File: src/rtl/core/mtp_pkg.sv
// shared types and constants for the mac address text parser
package mtp_pkg;

   localparam int ADDR_OCTETS = 6;
   localparam int ADDR_W      = 8 * ADDR_OCTETS;
   localparam int CNT_W       = $clog2(ADDR_OCTETS + 1);
   localparam int OUT_ADDR_W  = 48;
   localparam int GROUP_W     = 16;

   localparam logic [7:0] CH_TERM   = 8'h00;
   localparam logic [7:0] CH_COLON  = 8'h3A;
   localparam logic [7:0] CH_HYPHEN = 8'h2D;
   localparam logic [7:0] CH_DOT    = 8'h2E;
   localparam logic [7:0] CH_0      = 8'h30;
   localparam logic [7:0] CH_9      = 8'h39;
   localparam logic [7:0] CH_LC_A   = 8'h61;
   localparam logic [7:0] CH_LC_F   = 8'h66;
   localparam logic [7:0] CH_UC_A   = 8'h41;
   localparam logic [7:0] CH_UC_F   = 8'h46;

   typedef enum logic [2:0] {
      ST_OK        = 3'd0,
      ST_BAD_CHAR  = 3'd1,
      ST_TOO_LARGE = 3'd2,
      ST_TOO_SHORT = 3'd3,
      ST_TOO_LONG  = 3'd4
   } status_type;

   typedef struct packed {
      logic       is_digit;
      logic [3:0] digit;
      logic       is_dot;
      logic       is_sep;
      logic       is_term;
      logic       is_bad;
   } char_class_type;

   typedef struct packed {
      logic [OUT_ADDR_W-1:0] address;
      status_type            status;
   } result_type;

endpackage

File: src/rtl/core/mtp_char_decode.sv
// character classifier: hex digit value, separators, terminator
module mtp_char_decode import mtp_pkg::*; (
   input  logic [7:0]     ch,
   output char_class_type cls
);

   logic [7:0] dec_off;

   always_comb begin
      cls      = '0;
      dec_off  = '0;
      if (ch >= CH_0 && ch <= CH_9) begin
         dec_off      = ch - CH_0;
         cls.is_digit = 1'b1;
         cls.digit    = dec_off[3:0];
      end else if (ch >= CH_LC_A && ch <= CH_LC_F) begin
         dec_off      = ch - CH_LC_A + 8'd10;
         cls.is_digit = 1'b1;
         cls.digit    = dec_off[3:0];
      end else if (ch >= CH_UC_A && ch <= CH_UC_F) begin
         dec_off      = ch - CH_UC_A + 8'd10;
         cls.is_digit = 1'b1;
         cls.digit    = dec_off[3:0];
      end else if (ch == CH_DOT) begin
         cls.is_dot = 1'b1;
      end else if (ch == CH_COLON || ch == CH_HYPHEN) begin
         cls.is_sep = 1'b1;
      end else if (ch == CH_TERM) begin
         cls.is_term = 1'b1;
      end else begin
         cls.is_bad = 1'b1;
      end
   end

endmodule

File: src/rtl/core/mtp_parse_core.sv
// parser state: group accumulation, octet store, error tracking, result build
module mtp_parse_core import mtp_pkg::*; (
   input  logic           clock,
   input  logic           reset,
   input  logic           take,
   input  char_class_type cls,
   output result_type     result
);

   logic [GROUP_W-1:0] gv_ff, gv_in;
   logic               ovf_ff, ovf_in;
   logic               dot_ff, dot_in;
   logic [CNT_W-1:0]   cnt_ff, cnt_in;
   logic [ADDR_W-1:0]  addr_ff, addr_in;
   status_type         err_ff, err_in;

   logic                         do_store;
   logic                         dot_eff;
   logic                         wr_hi;
   logic                         wr_lo;
   logic [CNT_W-1:0]             cnt_lo;
   logic [CNT_W-1:0]             pos_lo;
   status_type                   status_fin;
   logic [ADDR_W+OUT_ADDR_W-1:0] addr_pad;

   always_comb begin
      gv_in    = gv_ff;
      ovf_in   = ovf_ff;
      dot_in   = dot_ff;
      cnt_in   = cnt_ff;
      addr_in  = addr_ff;
      err_in   = err_ff;
      do_store = 1'b0;
      dot_eff  = dot_ff;
      wr_hi    = 1'b0;
      wr_lo    = 1'b0;
      cnt_lo   = cnt_ff + CNT_W'(1);
      pos_lo   = cnt_ff;

      if (take) begin
         if (cls.is_digit) begin
            ovf_in = ovf_ff | (gv_ff[GROUP_W-1:GROUP_W-4] != '0);
            gv_in  = {gv_ff[GROUP_W-5:0], cls.digit};
         end else if (cls.is_bad) begin
            if (err_ff == ST_OK) begin
               err_in = ST_BAD_CHAR;
            end
         end else begin
            do_store = 1'b1;
            if (cls.is_dot) begin
               dot_in  = 1'b1;
               dot_eff = 1'b1;
            end
         end
      end

      if (do_store && err_ff == ST_OK) begin
         gv_in  = '0;
         ovf_in = 1'b0;
         if (dot_eff) begin
            pos_lo = cnt_lo;
            if (ovf_ff) begin
               err_in = ST_TOO_LARGE;
            end else if (cnt_ff >= CNT_W'(ADDR_OCTETS)) begin
               err_in = ST_TOO_LONG;
            end else begin
               wr_hi = 1'b1;
               if (cnt_lo >= CNT_W'(ADDR_OCTETS)) begin
                  err_in = ST_TOO_LONG;
               end else begin
                  wr_lo  = 1'b1;
                  cnt_in = cnt_lo + CNT_W'(1);
               end
            end
         end else begin
            if (ovf_ff || gv_ff[GROUP_W-1:8] != '0) begin
               err_in = ST_TOO_LARGE;
            end else if (cnt_ff >= CNT_W'(ADDR_OCTETS)) begin
               err_in = ST_TOO_LONG;
            end else begin
               wr_lo  = 1'b1;
               cnt_in = cnt_lo;
            end
         end
      end

      for (int j = 0; j < ADDR_OCTETS; j++) begin
         if (wr_hi && cnt_ff == CNT_W'(j)) begin
            addr_in[8*(ADDR_OCTETS-1-j) +: 8] = gv_ff[15:8];
         end
         if (wr_lo && pos_lo == CNT_W'(j)) begin
            addr_in[8*(ADDR_OCTETS-1-j) +: 8] = gv_ff[7:0];
         end
      end

      // result as seen at a terminator
      if (err_in == ST_OK && cnt_in < CNT_W'(ADDR_OCTETS)) begin
         status_fin = ST_TOO_SHORT;
      end else begin
         status_fin = err_in;
      end
      addr_pad       = {{OUT_ADDR_W{1'b0}}, addr_in};
      result.status  = status_fin;
      result.address = (status_fin == ST_OK) ? addr_pad[OUT_ADDR_W-1:0] : '0;

      if (take && cls.is_term) begin
         gv_in   = '0;
         ovf_in  = 1'b0;
         dot_in  = 1'b0;
         cnt_in  = '0;
         addr_in = '0;
         err_in  = ST_OK;
      end
   end

   always_ff @(posedge clock) begin
      if (reset) begin
         gv_ff   <= '0;
         ovf_ff  <= 1'b0;
         dot_ff  <= 1'b0;
         cnt_ff  <= '0;
         addr_ff <= '0;
         err_ff  <= ST_OK;
      end else begin
         gv_ff   <= gv_in;
         ovf_ff  <= ovf_in;
         dot_ff  <= dot_in;
         cnt_ff  <= cnt_in;
         addr_ff <= addr_in;
         err_ff  <= err_in;
      end
   end

endmodule

File: src/rtl/core/mac_address_text_parser.sv
// top level of the mac address text parser: input word register, parser, result register
//
// The req_ channel carries one character per word on req_ch; a zero character
// ends the address string. Hex digits of either case build a group; ':' and
// '-' close a group as one octet, and after a '.' every group closes as two
// octets. Each terminator yields one word on the rsp_ channel: rsp_address
// (first octet in the top byte, zero on error) and rsp_status (0 ok, 1 bad
// char, 2 group too large, 3 too short, 4 too long); other characters give
// no word. The parser then starts over for the next string.
// Throughput is one character per cycle unless req_stall holds the flow. A
// character waits in the input register until the parser takes it, and a
// terminator's result shows on rsp_valid in the cycle after it is taken.
// While a result waits under rsp_stall, non-terminator characters keep
// flowing; a terminator waits in the input register and req_stall rises
// until the result register frees up. Reset clears both valid flags and the
// parser state; no word is pending after reset.
module mac_address_text_parser import mtp_pkg::*; (
   input  logic                  clock,
   input  logic                  reset,
   input  logic                  req_valid,
   output logic                  req_stall,
   input  logic [7:0]            req_ch,
   output logic                  rsp_valid,
   input  logic                  rsp_stall,
   output logic [OUT_ADDR_W-1:0] rsp_address,
   output logic [2:0]            rsp_status
);

   logic                  a_vld_ff, a_vld_in;
   logic [7:0]            a_ch_ff, a_ch_in;
   logic                  r_vld_ff, r_vld_in;
   logic [OUT_ADDR_W-1:0] r_addr_ff, r_addr_in;
   status_type            r_status_ff, r_status_in;

   char_class_type cls;
   result_type     result;
   logic           out_free;
   logic           a_take;
   logic           req_take;

   mtp_char_decode u_decode (
      .ch  (a_ch_ff),
      .cls (cls)
   );

   mtp_parse_core u_core (
      .clock  (clock),
      .reset  (reset),
      .take   (a_take),
      .cls    (cls),
      .result (result)
   );

   assign out_free  = !r_vld_ff || !rsp_stall;
   assign a_take    = a_vld_ff && (!cls.is_term || out_free);
   assign req_stall = a_vld_ff && !a_take;
   assign req_take  = req_valid && !req_stall;

   always_comb begin
      a_vld_in    = a_vld_ff;
      a_ch_in     = a_ch_ff;
      r_vld_in    = r_vld_ff;
      r_addr_in   = r_addr_ff;
      r_status_in = r_status_ff;
      if (req_take) begin
         a_vld_in = 1'b1;
         a_ch_in  = req_ch;
      end else if (a_take) begin
         a_vld_in = 1'b0;
      end
      if (out_free) begin
         r_vld_in = a_take && cls.is_term;
         if (a_take && cls.is_term) begin
            r_addr_in   = result.address;
            r_status_in = result.status;
         end
      end
   end

   always_ff @(posedge clock) begin
      if (reset) begin
         a_vld_ff <= 1'b0;
         r_vld_ff <= 1'b0;
      end else begin
         a_vld_ff <= a_vld_in;
         r_vld_ff <= r_vld_in;
      end
      a_ch_ff     <= a_ch_in;
      r_addr_ff   <= r_addr_in;
      r_status_ff <= r_status_in;
   end

   assign rsp_valid   = r_vld_ff;
   assign rsp_address = r_addr_ff;
   assign rsp_status  = r_status_ff;

endmodule

File: config.mk
export PLATFORM = sky130hd
export DESIGN_NAME = mac_address_text_parser
export DESIGN_NICKNAME = d
export VERILOG_FILES = /design/src/rtl/core/mtp_pkg.sv /design/src/rtl/core/mtp_char_decode.sv /design/src/rtl/core/mtp_parse_core.sv /design/src/rtl/core/mac_address_text_parser.sv
export SDC_FILE = /design/constraint.sdc
export NUM_CORES = 1
export LEC_CHECK = 0
export BUFFER_PORTS_ARGS = -buffer_cell sky130_fd_sc_hd__buf_2
export CAP_MARGIN = 20
export CORE_MARGIN = 4
export CORE_UTILIZATION = 35
export DETAILED_ROUTE_END_ITERATION = 7
export GPL_ROUTABILITY_DRIVEN = 0
export HOLD_SLACK_MARGIN = 0.12
export PLACE_DENSITY_LB_ADDON = 0.25
export SLEW_MARGIN = 0
export SYNTH_ARGS = -nofsm -noshare
export SYNTH_HDL_FRONTEND = slang
export SYNTH_SLANG_ARGS = --single-unit
File: constraint.sdc
create_clock -name clock -period 7.7 [get_ports clock]
set_clock_uncertainty 0.1 [all_clocks]
set_input_delay 0.385 -clock clock [delete_from_list [all_inputs] [get_ports clock]]
set_output_delay 0.385 -clock clock [all_outputs]
set_load 0.01 [all_outputs]
==> results by group <==
Pwr
  • Comb power frac: 0.022
  • Clock power frac: 0.526
  • Power Total: roughly 1700 uW
  • VDD IR-drop max: 0.153 mV
  • Leak pwr: ~0.0026 uW
  • PwrDens: approximately 230 nW/um^2
  • Internal power: between 1000 and 1500 uW
  • Psw: 328 uW
  • Sequential power share: 0.452
  • Sw Share: 0.199

Layout
  • Register area: 3250 sq um
  • Multi-input logic area: 2580 sq um
  • Layout cells sized above 1: 0.250
  • Area delta synth->final: 21.4%
  • Non-Filler Instances: 835
  • Inserted Diodes: 0
  • Nets: about 630
  • FILL cells: roughly 1600
  • Final Util: 0.436

Floorplan
  • Die area: 19200 sq um
  • # rows: 47
  • I/O Pins: 65
  • Initial core utilization: 0.359
  • Core area: approximately 17000 sq um
  • Die Height: approximately 140 um
  • Die width: 139 um

CTS
  • Post-cts sizing count: 0
  • Total clock sinks: 133
  • Worst-Skew Late Latency: roughly 420 ps
  • H-tree depth: 4
  • CTS tree: yes
  • Root Buffer: clkbuf_16
  • CTS Buf Count: 17
  • Clock buffer depth: 2
  • Reg clk slew, reported paths: 60 ps

GRT
  • Routing usage on met3: 0.0428
  • GR Util met1: 0.175
  • Grt peak-use layer: met2
  • Tot GR Track Use: 0.152
  • Overflow after GRT: 0
  • Met2 Track Usage GR: 0.267
  • First-pass GRT wire length: 22900 um
  • Vias in the first global route: between 4000 and 5000
  • Initial antenna violation count: 0
  • Pin count of the biggest net entering global routing: 56

Timing
  • Rel. slew slack: 0.271
  • RSZ-0062 raised after global routing: false
  • Setup TNS: 0 ps
  • Final setup viols: 0
  • Fmax: 261 MHz
  • Tcrit/Tclk final: 0.498
  • Post-layout min period: around 3800 ps
  • Max Slew Vio Count: 0
  • Hold Fails Final Rpt: 0
  • Slew @ Worst Pin: approximately 1100 ps
  • Post-route setup slack: 3860 ps

Min path
  • Hold path start: rsp_stall
  • Min-delay worst type: in2reg

Logic synthesis
  • Post-synthesis async set-or-reset flop share: 0
  • Area share of the largest cell type after synthesis: 0.297
  • Compound-Gate Fraction of Synth Area: 0.0654
  • Multiplexer share of the synthesized area: 0.193
  • Warnings from Yosys: 0
  • Post-synth top flop: dfxtp_1
  • Post-synthesis adder-cell area fraction: 0.0230
  • Post-synth top cells: nor2_1 (129), dfxtp_1 (74), mux2i_1 (61), edfxtp_1 (59), mux2_2 (48)
  • Syn Std Cell Area: 5970 sq um
  • Post-synthesis xor/xnor area fraction: 0.00587
  • Post-Synth Simple-Gate Area: 0.143
  • Largest family of logic cells by synthesized area: multiplexers
  • Yosys top cell by area: edfxtp_1
  • Syn Area/Cell: between 10 and 15 sq um
  • Flops & latches, synth: 133
  • Syn_nets: around 560
  • Post-synth EDFFs: 59
  • Distinct cells, synth: 49
  • Cells after Synth: ~530
  • Top post-synthesis cells by area: edfxtp_1 (30%), dfxtp_1 (25%), mux2i_1 (10%), mux2_2 (9.0%), nor2_1 (8.1%)
  • Count leader, synth: nor2_1
  • Register area share after synthesis: 0.545

Route
  • Vias/cell: just over 5
  • Final ANT Viol Nets: 0
  • Initial DRC count: approximately 220
  • Detailed Route WL: between 10000 and 15000 um
  • Wire per inst: 17.3 um
  • Drc violations: 0
  • Vias: between 4000 and 5000
  • DRT Pass-1 Iters: 4

Placement
  • Placed insts: between 700 and 800
  • DP Worst Slack: ~3900 ps
  • Number of I/O port buffers: between 60 and 70
  • Hpwl dp: between 9000 and 10000 um

Run
  • Max-cap violation count: 0

Critical path
  • Setup crit end kind: register
  • Crit path kind: reg2reg
  • Worst Path Max Fanout: 10
  • Worst setup startpoint: a_ch_ff[0]$_DFFE_PP_
  • R2R Path Start: a_ch_ff[0]$_DFFE_PP_
  • Arr. time, crit path: between 3000 and 4000 ps
  • Startpoint types: register
  • Critical Path RT: between 7000 and 8000 ps

Outcome
  • Status: finished, final reports clean
[routing by layer]
metal,vias to the layer above,part of all wire
li1,2050,-
met1,2026,0.42
met2,94,0.51
met3,26,0.042
met4,0,0.026
met5,-,0
[power by group through the flow]
| stage | registers [uW] | logic, uW | clock network, uW |
|---|---|---|---|
| detailed placement | 761 | 32.1 | 0 |
| CTS | 745 | 36.0 | 884 |
| global route | 746 | 41.0 | 923 |
| floorplan | 757 | 23.9 | 0 |
| finish | 746 | 37.0 | 869 |
| global placement | 760 | 31.4 | 0 |
[area by class of cell]
| class | instances | area share |
|---|---|---|
| Sequential cell | 133 | 0.449 |
| Multi-Input combinational cell | 363 | 0.356 |
| Timing Repair Buffer | 80 | 0.0659 |
| Clock buffer | 20 | 0.0645 |
| Tap cell | 220 | 0.0380 |
| Clock inverter | 12 | 0.0240 |
| Inverter | 7 | 0.00362 |
[registers in the layout, summed over array words and instances (netlist names), 3 cells and up]
register / flops
u_core.cnt_ff: 3
rsp_status: 3
a_ch_ff: 8
rsp_address: 48
u_core.err_ff: 3
u_core.gv_ff: 16
u_core.addr_ff: 48
[critical path: stages (launching register included)]
cell and delay, ps:
edfxtp_1 460, inv_1 120, ha_1 220, nand3b_1 80, or4_1 480, a311oi_4 580
nand4b_1 240, a2111oi_4 880, mux2i_1 340, nor2_1 60
[cell usage in the layout (no fill, tap or decap), drive strengths merged, types with 2 or more instances in the layout]
cell type	Yosys	final
o21bai	2	2
mux2	48	48
a21oi	10	10
a211oi	4	4
nor3	9	9
dfxtp	74	74
nand4b	2	2
nand2	11	11
nand2b	6	6
o21a	2	2
mux2i	61	61
xnor2	4	4
nor2b	4	4
nand3	9	9
nand4	4	4
o211ai	4	4
buf	7	70
inv	7	8
clkinv	0	6
or3	2	2
dlygate4sd3	0	10
ha	11	11
or4	5	5
a21o	2	2
clkbuf	24	20
a41oi	2	2
a2111oi	4	4
and3	4	4
nor2	129	129
a211o	2	2
bufinv	0	4
o21ai	5	5
a31oi	2	2
edfxtp	59	59
[final timing paths]
check                                                      to  slack, ps  cells past startpoint
worst max register to register  rsp_address[10]$_SDFFCE_PP0P_       3860                      9
worst min-delay path                   rsp_valid$_SDFFE_PP0P_        220                      3
worst max-delay path            rsp_address[10]$_SDFFCE_PP0P_       3860                      9
worst min register to register    u_core.err_ff[1]$_SDFF_PP0_        400                      2
[cell families (layout without fill, tap and decap cells)]
kind of cell / count (synthesis) / count (layout)
flip-flops: 133 / 133
AND/OR/NAND/NOR: 193 / 193
AO/OA/AOI/OAI: 46 / 46
buffers and inverters: 38 / 119
multiplexers: 109 / 109
adder cells (fa/ha/maj): 11 / 11
XOR/XNOR: 4 / 4
[per-stage QoR]
stage               hold slack [ps]  instance area, sq um
global route                    217                  7250
CTS                             205                  7230
finish                          222                  7250
detailed placement              387                  6480
floorplan                       354                  5970
global placement                381                  6480
[what timing repair did]
| item | CTS | global route |
|---|---|---|
| hold endpoints to repair | 10 | 0 |
| hold buffers | 10 | 0 |
| buffers inserted | 0 | 0 |
Power figures use the tool's default switching activity.
